`src/sv/kscm_pkg.sv`:
```
package kscm_pkg;

    // Field widths fixed by the item format
    localparam int KEY_W    = 8;
    localparam int SEQ_W    = 64;
    localparam int LEN_W    = 4;
    localparam int CODE_W   = 8;
    localparam int IDX_W    = 6;
    localparam int CNT_W    = 7;
    localparam int S_DATA_W = 96;
    localparam int M_DATA_W = 16;

    // Width used to compare counts and slot numbers against the table depth
    localparam int EXT_W = 11;

    // Defaults for the top level parameters
    localparam int TABLE_DEPTH_DEF = 64;
    localparam int MAX_SEQ_DEF     = 8;

    // Input kinds carried in s_tuser
    localparam logic CMD_WRITE = 1'b0;
    localparam logic CMD_KEY   = 1'b1;

    // Code reported for an unrecognised sequence
    localparam logic [CODE_W-1:0] CODE_NONE = '0;

    // One table entry as held in the memory
    typedef struct packed {
        logic [CODE_W-1:0] code;
        logic [LEN_W-1:0]  len;
        logic [SEQ_W-1:0]  bytes;
    } entry_t;

    typedef enum logic [1:0] {
        ST_IDLE,
        ST_SCAN,
        ST_FIN
    } state_t;

    // Mask covering the low n bytes of a sequence word
    function automatic logic [SEQ_W-1:0] byte_mask(input logic [LEN_W-1:0] n);
        logic [SEQ_W-1:0] m;
        m = '0;
        for (int b = 0; b < SEQ_W / 8; b++) begin
            if (int'(n) > b) begin
                m[b*8 +: 8] = 8'hFF;
            end
        end
        return m;
    endfunction

endpackage

```
`src/sv/key_sequence_command_matcher.sv`:
```
// Key sequence matcher. Write items (s_tuser = 0) load one table slot; slots at or above
// TABLE_DEPTH are ignored. Key items (s_tuser = 1) append a byte to the prefix buffer and
// start a scan of the first min(entry_count, TABLE_DEPTH) slots in order.
// The table sits in one single-port synchronous memory, read one entry per cycle. The scan
// stops at the first entry whose leading bytes equal the buffer; each entry read is registered
// before the compare, and the result is then loaded into the output register once it is free.
// A new item is taken only once the previous key has finished; a finished result may still
// wait in the output register meanwhile. The table has no reset: entry_count must not cover
// slots that were never written. Writes and scans never overlap, so no forwarding is needed.
module key_sequence_command_matcher #(
    parameter int TABLE_DEPTH = kscm_pkg::TABLE_DEPTH_DEF,
    parameter int MAX_SEQ     = kscm_pkg::MAX_SEQ_DEF
) (
    input  logic                          clk,
    input  logic                          rst_n,
    // Configuration: entry_count
    input  logic                          cfg_valid,
    output logic                          cfg_ready,
    input  logic [kscm_pkg::CNT_W-1:0]    cfg_data,
    // Input stream
    input  logic                          s_tvalid,
    output logic                          s_tready,
    // entry_index[5:0], entry_bytes[69:6], entry_length[73:70], entry_code[81:74],
    // key_byte[89:82], zero[95:90]
    input  logic [kscm_pkg::S_DATA_W-1:0] s_tdata,
    // cmd[0]
    input  logic                          s_tuser,
    // Output stream
    output logic                          m_tvalid,
    input  logic                          m_tready,
    // command_code[7:0], keys_used[11:8], zero[15:12]
    output logic [kscm_pkg::M_DATA_W-1:0] m_tdata,
    // recognized[0]
    output logic                          m_tuser
);

    localparam int AW = (TABLE_DEPTH > 1) ? $clog2(TABLE_DEPTH) : 1;
    localparam int CW = $clog2(TABLE_DEPTH + 1);

    // Input field unpacking
    logic [kscm_pkg::IDX_W-1:0]  in_index;
    logic [kscm_pkg::SEQ_W-1:0]  in_bytes;
    logic [kscm_pkg::LEN_W-1:0]  in_len;
    logic [kscm_pkg::CODE_W-1:0] in_code;
    logic [kscm_pkg::KEY_W-1:0]  in_key;

    assign in_index = s_tdata[5:0];
    assign in_bytes = s_tdata[69:6];
    assign in_len   = s_tdata[73:70];
    assign in_code  = s_tdata[81:74];
    assign in_key   = s_tdata[89:82];

    // Control and payload registers
    kscm_pkg::state_t             state_reg, state_next;
    logic [kscm_pkg::CNT_W-1:0]   entry_count_reg;
    logic [kscm_pkg::SEQ_W-1:0]   buf_reg, buf_next;
    logic [kscm_pkg::LEN_W-1:0]   prefix_count_reg, prefix_count_next;
    logic [CW-1:0]                rd_addr_reg, rd_addr_next;
    logic                         rd_pend_reg, rd_pend_next;
    logic                         res_rec_reg, res_rec_next;
    logic [kscm_pkg::CODE_W-1:0]  res_code_reg, res_code_next;
    logic [kscm_pkg::LEN_W-1:0]   res_used_reg, res_used_next;
    logic                         m_tvalid_reg, m_tvalid_next;
    logic                         m_rec_reg, m_rec_next;
    logic [kscm_pkg::CODE_W-1:0]  m_code_reg, m_code_next;
    logic [kscm_pkg::LEN_W-1:0]   m_used_reg, m_used_next;

    // Table memory
    kscm_pkg::entry_t             mem [TABLE_DEPTH];
    kscm_pkg::entry_t             rd_data_reg;
    logic                         rd_en;
    logic                         wr_en;
    logic [AW-1:0]                wr_addr;
    logic [kscm_pkg::EXT_W-1:0]   idx_ext;

    // Handshakes
    logic in_xfer;
    logic out_free;

    assign cfg_ready = 1'b1;
    assign s_tready  = (state_reg == kscm_pkg::ST_IDLE);
    assign in_xfer   = s_tvalid && s_tready;
    assign out_free  = !m_tvalid_reg || m_tready;

    // Active slot count, saturated at the table depth
    logic [CW-1:0] act_cnt;

    always_comb
    begin
        if (kscm_pkg::EXT_W'(entry_count_reg) > kscm_pkg::EXT_W'(TABLE_DEPTH)) begin
            act_cnt = CW'(TABLE_DEPTH);
        end else begin
            act_cnt = CW'(entry_count_reg);
        end
    end

    // Entry count register
    always_ff @(posedge clk or negedge rst_n)
    begin
        if (!rst_n) begin
            entry_count_reg <= '0;
        end else if (cfg_valid && cfg_ready) begin
            entry_count_reg <= cfg_data;
        end
    end

    // Table write on a write item to a slot in range
    assign idx_ext = kscm_pkg::EXT_W'(in_index);
    assign wr_en   = in_xfer && (s_tuser == kscm_pkg::CMD_WRITE)
                     && (idx_ext < kscm_pkg::EXT_W'(TABLE_DEPTH));
    assign wr_addr = idx_ext[AW-1:0];

    // Scan reads one slot per cycle while slots remain
    assign rd_en = (state_reg == kscm_pkg::ST_SCAN) && (rd_addr_reg < act_cnt);

    always_ff @(posedge clk)
    begin
        if (wr_en) begin
            mem[wr_addr] <= '{code: in_code, len: in_len, bytes: in_bytes};
        end
    end

    always_ff @(posedge clk)
    begin
        if (rd_en) begin
            rd_data_reg <= mem[rd_addr_reg[AW-1:0]];
        end
    end

    // Prefix append for an incoming key
    logic [kscm_pkg::LEN_W-1:0] pc_base;
    logic [kscm_pkg::LEN_W-1:0] pc_new;
    logic [kscm_pkg::SEQ_W-1:0] buf_app;

    always_comb
    begin
        pc_base = (prefix_count_reg >= kscm_pkg::LEN_W'(MAX_SEQ)) ? '0 : prefix_count_reg;
        pc_new  = pc_base + kscm_pkg::LEN_W'(1);
        buf_app = (buf_reg & kscm_pkg::byte_mask(pc_base))
                  | (kscm_pkg::SEQ_W'(in_key) << {pc_base[2:0], 3'b000});
    end

    // Compare of the entry read in the previous cycle
    logic [kscm_pkg::SEQ_W-1:0] cmp_mask;
    logic                       eval;
    logic                       hit;
    logic                       last;

    always_comb
    begin
        cmp_mask = kscm_pkg::byte_mask(prefix_count_reg);
        eval     = (state_reg == kscm_pkg::ST_SCAN) && rd_pend_reg;
        hit      = eval && (rd_data_reg.len != '0)
                   && (rd_data_reg.len >= prefix_count_reg)
                   && (((rd_data_reg.bytes ^ buf_reg) & cmp_mask) == '0);
        last     = eval && (rd_addr_reg == act_cnt);
    end

    // Next state
    always_comb
    begin
        state_next = state_reg;
        case (state_reg)
            kscm_pkg::ST_IDLE:
            begin
                if (in_xfer && (s_tuser == kscm_pkg::CMD_KEY)) begin
                    state_next = (act_cnt == '0) ? kscm_pkg::ST_FIN : kscm_pkg::ST_SCAN;
                end
            end
            kscm_pkg::ST_SCAN:
            begin
                if (hit) begin
                    if ((rd_data_reg.len == prefix_count_reg)
                        || (prefix_count_reg >= kscm_pkg::LEN_W'(MAX_SEQ))) begin
                        state_next = kscm_pkg::ST_FIN;
                    end else begin
                        state_next = kscm_pkg::ST_IDLE;
                    end
                end else if (last) begin
                    state_next = kscm_pkg::ST_FIN;
                end
            end
            kscm_pkg::ST_FIN:
            begin
                if (out_free) begin
                    state_next = kscm_pkg::ST_IDLE;
                end
            end
            default:
            begin
                state_next = kscm_pkg::ST_IDLE;
            end
        endcase
    end

    // Datapath and output register
    always_comb
    begin
        buf_next          = buf_reg;
        prefix_count_next = prefix_count_reg;
        rd_addr_next      = rd_addr_reg;
        rd_pend_next      = 1'b0;
        res_rec_next      = res_rec_reg;
        res_code_next     = res_code_reg;
        res_used_next     = res_used_reg;
        m_tvalid_next     = m_tvalid_reg && !m_tready;
        m_rec_next        = m_rec_reg;
        m_code_next       = m_code_reg;
        m_used_next       = m_used_reg;

        case (state_reg)
            kscm_pkg::ST_IDLE:
            begin
                if (in_xfer && (s_tuser == kscm_pkg::CMD_KEY)) begin
                    rd_addr_next = '0;
                    if (act_cnt == '0) begin
                        // Empty table: unrecognised straight away
                        res_rec_next      = 1'b0;
                        res_code_next     = kscm_pkg::CODE_NONE;
                        res_used_next     = pc_new;
                        buf_next          = '0;
                        prefix_count_next = '0;
                    end else begin
                        buf_next          = buf_app;
                        prefix_count_next = pc_new;
                    end
                end
            end
            kscm_pkg::ST_SCAN:
            begin
                if (rd_en) begin
                    rd_addr_next = rd_addr_reg + CW'(1);
                    rd_pend_next = 1'b1;
                end
                res_used_next = prefix_count_reg;
                if (hit) begin
                    rd_pend_next = 1'b0;
                    if (rd_data_reg.len == prefix_count_reg) begin
                        res_rec_next      = 1'b1;
                        res_code_next     = rd_data_reg.code;
                        buf_next          = '0;
                        prefix_count_next = '0;
                    end else if (prefix_count_reg >= kscm_pkg::LEN_W'(MAX_SEQ)) begin
                        // Entry longer than the buffer can ever hold
                        res_rec_next      = 1'b0;
                        res_code_next     = kscm_pkg::CODE_NONE;
                        buf_next          = '0;
                        prefix_count_next = '0;
                    end
                end else if (last) begin
                    res_rec_next      = 1'b0;
                    res_code_next     = kscm_pkg::CODE_NONE;
                    buf_next          = '0;
                    prefix_count_next = '0;
                end
            end
            kscm_pkg::ST_FIN:
            begin
                if (out_free) begin
                    m_tvalid_next = 1'b1;
                    m_rec_next    = res_rec_reg;
                    m_code_next   = res_code_reg;
                    m_used_next   = res_used_reg;
                end
            end
            default:
            begin
                rd_pend_next = 1'b0;
            end
        endcase
    end

    // Control registers
    always_ff @(posedge clk or negedge rst_n)
    begin
        if (!rst_n) begin
            state_reg        <= kscm_pkg::ST_IDLE;
            buf_reg          <= '0;
            prefix_count_reg <= '0;
            rd_addr_reg      <= '0;
            rd_pend_reg      <= 1'b0;
            m_tvalid_reg     <= 1'b0;
        end else begin
            state_reg        <= state_next;
            buf_reg          <= buf_next;
            prefix_count_reg <= prefix_count_next;
            rd_addr_reg      <= rd_addr_next;
            rd_pend_reg      <= rd_pend_next;
            m_tvalid_reg     <= m_tvalid_next;
        end
    end

    // Payload registers
    always_ff @(posedge clk)
    begin
        res_rec_reg  <= res_rec_next;
        res_code_reg <= res_code_next;
        res_used_reg <= res_used_next;
        m_rec_reg    <= m_rec_next;
        m_code_reg   <= m_code_next;
        m_used_reg   <= m_used_next;
    end

    assign m_tvalid = m_tvalid_reg;
    assign m_tuser  = m_rec_reg;
    assign m_tdata  = {{(kscm_pkg::M_DATA_W - kscm_pkg::CODE_W - kscm_pkg::LEN_W){1'b0}},
                       m_used_reg, m_code_reg};

    // Checks
    a_prefix_short: assert property (@(posedge clk) disable iff (!rst_n)
        (state_reg == kscm_pkg::ST_IDLE) |-> (prefix_count_reg < kscm_pkg::LEN_W'(MAX_SEQ)))
        else $error("prefix count not below sequence limit while idle");

    a_scan_bound: assert property (@(posedge clk) disable iff (!rst_n)
        (state_reg == kscm_pkg::ST_SCAN) |-> (rd_addr_reg <= act_cnt))
        else $error("scan address ran past the active slots");

    a_result_sane: assert property (@(posedge clk) disable iff (!rst_n)
        $rose(m_tvalid_reg) |-> ((m_used_reg != '0)
                                 && (m_rec_reg || (m_code_reg == kscm_pkg::CODE_NONE))))
        else $error("malformed result loaded");

endmodule

```
`config.mk`:
```
export PLATFORM = sky130hd
export DESIGN_NAME = key_sequence_command_matcher
export DESIGN_NICKNAME = d
export VERILOG_FILES = /design/src/sv/kscm_pkg.sv /design/src/sv/key_sequence_command_matcher.sv
export SDC_FILE = /design/constraint.sdc
export NUM_CORES = 2
export LEC_CHECK = 0
export BUFFER_PORTS_ARGS = -buffer_cell sky130_fd_sc_hd__buf_4
export CAP_MARGIN = 20
export CORE_AREA = 2 2 697 699
export DETAILED_ROUTE_END_ITERATION = 10
export DIE_AREA = 0 0 699 701
export SYNTH_ARGS = -nofsm -noshare
export SYNTH_HDL_FRONTEND = slang
export SYNTH_MEMORY_MAX_BITS = 65536
export SYNTH_SLANG_ARGS = --single-unit
```
`constraint.sdc`:
```
create_clock -name clk -period 6.3 [get_ports clk]
set_clock_uncertainty 0.2 [all_clocks]
set_input_delay 0.315 -clock clk [delete_from_list [all_inputs] [get_ports clk]]
set_output_delay 0.315 -clock clk [all_outputs]
set_load 0.05 [all_outputs]
```
; After elaboration in Yosys (flattened, before gate mapping)
; Memory sizes are Yosys's and may differ from the RTL's. A register that Yosys moved wholly into a read port is not among the register bits.
; Index checks and enable logic that the tools add are counted.
; Widths: inputs -> output; s select.
[op_classes]
n_addsub = 2
multipliers = 0
n_div = 0
magnitude_cmp = 21
eq_ne = 10
shift = 1
muxes = 65
bitwise_logic = 5
reduce_logical = 27
[ops]
columns = cell, count
row1 = $mux 64, 6
row2 = $mux 8, 22
row3 = $and 64x64->64, 2
row4 = $pmux 64 s2, 1
row5 = $logic_not 64->1, 1
row6 = $or 64x64->64, 1
row7 = $shl 8x6->64, 1
row8 = $xor 64x64->64, 1
row9 = $gt 4x3->1 const B, 8
row10 = $mux 4, 8
row11 = $mux 7, 3
row12 = $gt 4x1->1 const B, 4
row13 = $gt 4x2->1 const B, 4
row14 = $pmux 4 s2, 2
row15 = $pmux 8 s2, 1
row16 = $pmux 7 s2, 1
row17 = $mux 1, 13
row18 = $mux 2, 6
row19 = $reduce_and 3->1, 4
row20 = $logic_and 1x1->1, 11
row21 = $add 7x1->7 const B, 1
row22 = $eq 7x7->1, 1
row23 = $gt 7x7->1 const B, 1
row24 = $logic_not 7->1, 1
row25 = other kinds (23), 27
[word_totals]
reg_bits = 112
latch_bits = 0
mem_bits_rw = 4864
romBits = 0
inputBits = 109
output_inout_bits = 20
elab_cells = 145
memories = 1
[mem_list]
columns = memory, depth, word_bits, rd, rd_ports_with_merged_regs, wr, line
row1 = mem, 64, 76, 1, 1, 1, key_sequence_command_matcher.sv:69  ; kscm_pkg::entry_t mem [TABLE_DEPTH];

; Longest topological paths before layout
[logic_depth]
ltp_word = 9
mapped_depth = 14
depth_no_buf = 11

; Least setup slack after synthesis
; No wires, ideal clock.
[synth_path]
path_kind = reg2reg
startpoint = register state_reg[1]
endpoint = memory mem[55][0] (netlist bit), enable pin
setup_time_ns = 0.511
arrival_time_ns = 5.237
path_slack_ns = 0.352
stages_incl_launch_ff = 6
cell_sequence = dfrtp_1 > nor2_1 > nand2_1 > nor3b_1 > nand3_1 > nor2_1
[synth_between]
elab_chain_cells = 6
[synth_lines]
columns = element, line
row1 = start: declaration, key_sequence_command_matcher.sv:54  ; kscm_pkg::state_t state_reg, state_next;
row2 = start signal: assignment, key_sequence_command_matcher.sv:277  ; state_reg <= kscm_pkg::ST_IDLE;
row3 = start signal: assignment, key_sequence_command_matcher.sv:284  ; state_reg <= state_next;
row4 = $logic_not 2->1, key_sequence_command_matcher.sv:81  ; assign s_tready = (state_reg == kscm_pkg::ST_IDLE);
row5 = named net s_tready, key_sequence_command_matcher.sv:22  ; output logic s_tready,
row6 = $logic_and 1x1->1, key_sequence_command_matcher.sv:82  ; assign in_xfer = s_tvalid && s_tready;
row7 = $logic_and 1x1->1, key_sequence_command_matcher.sv:109  ; assign wr_en = in_xfer && (s_tuser == kscm_pkg::CMD_WRITE)
row8 = $logic_and 1x1->1, key_sequence_command_matcher.sv:110  ; && (idx_ext < kscm_pkg::EXT_W'(TABLE_DEPTH));
row9 = $mux 1, key_sequence_command_matcher.sv:118  ; if (wr_en) begin
row10 = $mux 1 (not written as such), key_sequence_command_matcher.sv:119  ; mem[wr_addr] <= '{code: in_code, len: in_len, bytes: in_bytes};
row11 = end: declaration, key_sequence_command_matcher.sv:69
; The timed path passes the listed nets, and every way through them passes these cells.

; Worst setup path after layout
[layout_path]
startpoint = register state_reg[1]
endpoint = memory mem[7][12] (netlist bit), enable pin
[layout_between]
elab_chain_cells = 6
[layout_lines]
columns = element, line
row1 = $logic_not 2->1, key_sequence_command_matcher.sv:81
row2 = $logic_and 1x1->1, key_sequence_command_matcher.sv:82
row3 = $logic_and 1x1->1, key_sequence_command_matcher.sv:109
row4 = $logic_and 1x1->1, key_sequence_command_matcher.sv:110
row5 = $mux 1, key_sequence_command_matcher.sv:118
row6 = $mux 1 (not written as such), key_sequence_command_matcher.sv:119
; Every way passes these cells.

==> flow_summary_export.csv <==
group,metric,value,unit
cells_and_area,fin_cells,15020,
pwr,peakVddDrop,0.3821,mV
cells_and_area,multi_input_area,39460,sq um
clocking,cts_buffers,473,
timing,finalCritPeriodShare,75.08,%
routing,viasPerCell,5.885,
floorplan,core,481800,sq um
global_route,grt_pass1_wl,710200,um
clocking,cts_max_path_buffers,4,
clocking,cts_setup_buffers,0,
critical_path,worst_setup_path_start_kind,"flip-flop",
synth,syn_inst,7585,
global_route,grt_use_met1,28.68,%
pwr,power.switching,0.02278,W
global_route,grt-busiest-layer,"met2",
pwr,leakage,66.49,nW
clocking,clkSlewWorstSetupHoldPaths,0.06,ns
floorplan,die_w,699,um
timing,final_max_slew_viol_count,0,
cells_and_area,layout-drive-gt1-share,32.25,%
critical_path,reg2reg_to,"mem[7][12]$_DFFE_PP_",
outcome,outcome,"complete, no violations",
critical_path,crit_path_start,"state_reg[1]$_DFFE_PN0P_",
floorplan,start_util,39.88,%
routing,wl_per_cell,34.12,um
critical_path,required,6.78,ns
global_route,grt_overflow,0,
pwr,internal_power,0.06398,W
floorplan,rows,255,
cells_and_area,area_delta_synth_final,14.71,%
synth,yosysMostFrequentCell,"edfxtp_1",
cells_and_area,stdcell_area,220400,sq um
routing,ant_nets,0,
timing,grt_setup_unrepaired,"false",
timing,finalCriticalPeriod,4.730,ns
routing,drt-total-wl,512600,um
routing,first_pass_iters,6,
placement,placed_cell_area,203500,sq um
placement,dp_cells,14010,
timing,hold_ws,0.08722,ns
timing,setup_tns,0,ns
min_path,min_path_type,"in -> reg",
synth,ys_types,52,
run,cap_violations,0,
synth,netlist_top_cells_count,"4966 x edfxtp_1, 1596 x mux4_2, 209 x clkbuf_1",
synth,synth_area,192100,sq um
global_route,grt_max_degree,129,
cells_and_area,largest_reg_flops,4864,
clocking,clk_latency,1.01,ns
routing,drt_iter0_markers,12390,
critical_path,ff2ff_setup_slack,1.57,ns
global_route,grt.met3_usage,3.813,%
global_route,grt_pass1_vias,89270,
clocking,cts_sinks,5052,
floorplan,num_io_pins,129,
floorplan,dieArea,490000,sq um
global_route,grt_usage,20.66,%
timing,slew_headroom,17.11,%
timing,setup_viol,0,
synth,yosys_warnings,0,
critical_path,rr_worst_depth,6,
timing,max_freq,0.2114,GHz
timing,final.setup.worst_slack,1.570,ns
synth,synth_edf_count,4966,
pwr,p_per_area,393.6,nW/um^2
critical_path,timing.critical_path.to,"mem[7][12]$_DFFE_PP_",
pwr,p_sw_share,26.25,%
routing,routed-via-count,88400,
placement,hpwl,263100,um
timing,hold_violations,0,
synth,ys_ff_latch,5052,
clocking,ctsHtreeMaxLevel,5,
global_route,gr-usage-met2,33.60,%
synth,synth_top_area_share,77.61,%
global_route,antenna_found_initial,59,
critical_path,arrival,5.21,ns
timing,worstMarginPinSlew,1.243,ns
synth,synth_area_leaders,"edfxtp_1 78%, mux4_2 19%, dfrtp_1 1.1%",
critical_path,criticalPathCategory,"reg -> reg",
pwr,seq_power_share,44.3,%
cells_and_area,n_fill_cell,39160,
clocking,tritoncts,"built",
placement,place_congestion,0.8120,
synth,syn_area_per_cell,25.33,sq um
critical_path,crit_path_max_fanout,16,
clocking,cts-root-buf,"clkbuf_16",
clocking,post_cts_resized,0,
cells_and_area,final_nets,8304,
synth,ys_seq_area_share,78.73,%
placement,pre_cts_ws,1.706,ns
cells_and_area,seqCellArea,151300,sq um
critical_path,timing.rr.start,"state_reg[1]$_DFFE_PN0P_",
floorplan,die_y,701,um
synth,synthFlopType,"edfxtp_1",
routing,drc,0,
pwr,power_frac_comb,22.4,%
pwr,clkPwrFrac,33.3,%
synth,netlist.top_cell.by_area,"edfxtp_1",
synth,synthArstFlopShare,1.702,%
critical_path,cp-end-kind,"flip-flop",
placement,port_buffers,117,
[timing repair]
action,4_1_cts,5_1_grt
hold buffers,117,0
setup endpoints to repair,0,0
endpoints found under the hold margin,5033,0
[placed cells by master (no fill, tap or decap), types with 54 or more instances in the layout]
cell type | Yosys | final
clkinv_2 | 0 | 103
a22oi_1 | 58 | 58
dfrtp_1 | 86 | 80
inv_1 | 74 | 73
clkinv_1 | 1 | 96
dlygate4sd3_1 | 0 | 116
mux4_2 | 1596 | 1596
buf_4 | 6 | 271
clkbuf_16 | 0 | 478
o21ai_0 | 54 | 54
edfxtp_1 | 4966 | 4966
buf_12 | 0 | 113
bufinv_16 | 0 | 58
clkbuf_1 | 209 | 97
nor2_4 | 0 | 64
xor2_1 | 64 | 64
[area by class of cell]
cell class                 instances  share of cell area, %
sequential                      5052                  68.64
multi-input combinational       2070                  17.90
clock buffer                     580                  5.623
tap                             6425                  3.647
timing repair buffer             506                  2.551
clock inverter                   300                  1.485
inverter                          75                 0.1300
antenna                           13                0.01476
[power groups by stage]
stage | combinational, W | clock (W) | sequential, W
3_5_place_dp | 0.0196 | 0 | 0.0391
6_report | 0.0194 | 0.0289 | 0.0384
4_1_cts | 0.0198 | 0.0294 | 0.0384
2_1_floorplan | 0.0140 | 0 | 0.0388
3_3_place_gp | 0.0193 | 0 | 0.0392
5_1_grt | 0.0206 | 0.0306 | 0.0384
[critical path, cell delays in order, from the launching register on]
cell     delay [ns]
dfrtp_1        0.43
nor2_1         0.37
nand2_1        0.14
nor3b_1        0.75
nand3_1        0.84
nor2_4         1.13
buf_4          0.50
[metrics by stage]
step	util [%]	total power, W
3_5_place_dp	42.24	0.05876
4_1_cts	45.74	0.08755
5_1_grt	45.74	0.08969
6_report	45.75	0.08676
2_1_floorplan	-	0.05282
3_3_place_gp	42.21	0.05849
[logic make-up after synthesis]
kind of cell | after synthesis | synth area share, %
AO/OA/AOI/OAI | 159 | 0.5236
XOR/XNOR | 65 | 0.2963
adder cells (fa/ha/maj) | 17 | 0.1107
buffers and inverters | 466 | 1.002
flip-flops | 5052 | 78.73
multiplexers | 1613 | 18.80
other | 2 | 0.003909
AND/OR/NAND/NOR | 211 | 0.5327
[routing by layer]
| metal | wire, um | share of wire [%] |
|---|---|---|
| met1 | 202800 | 40 |
| met2 | 247800 | 48 |
| met3 | 45050 | 8.8 |
| met4 | 16610 | 3.2 |
| met5 | 236 | 0.046 |
[how the worst min path moves through the flow]
stage / cells past startpoint / slack [ns] / start / to
floorplan: 0 / -0.18 / rst_n / buf_reg[0]$_DFFE_PN0P_
global placement: 1 / 0.19 / rst_n / m_tvalid$_DFF_PN0_
detailed placement: 0 / 0.20 / res_code_reg[2]$_SDFFCE_PN0P_ / m_code_reg[2]$_DFFE_PP_
CTS: 4 / 0.0001 / s_tdata[87] / buf_reg[61]$_DFFE_PN0P_
global route: 4 / 0.08 / s_tdata[88] / buf_reg[62]$_DFFE_PN0P_
finish: 4 / 0.09 / s_tdata[88] / buf_reg[62]$_DFFE_PN0P_
Note: power is estimated with default switching activity, not from simulation.
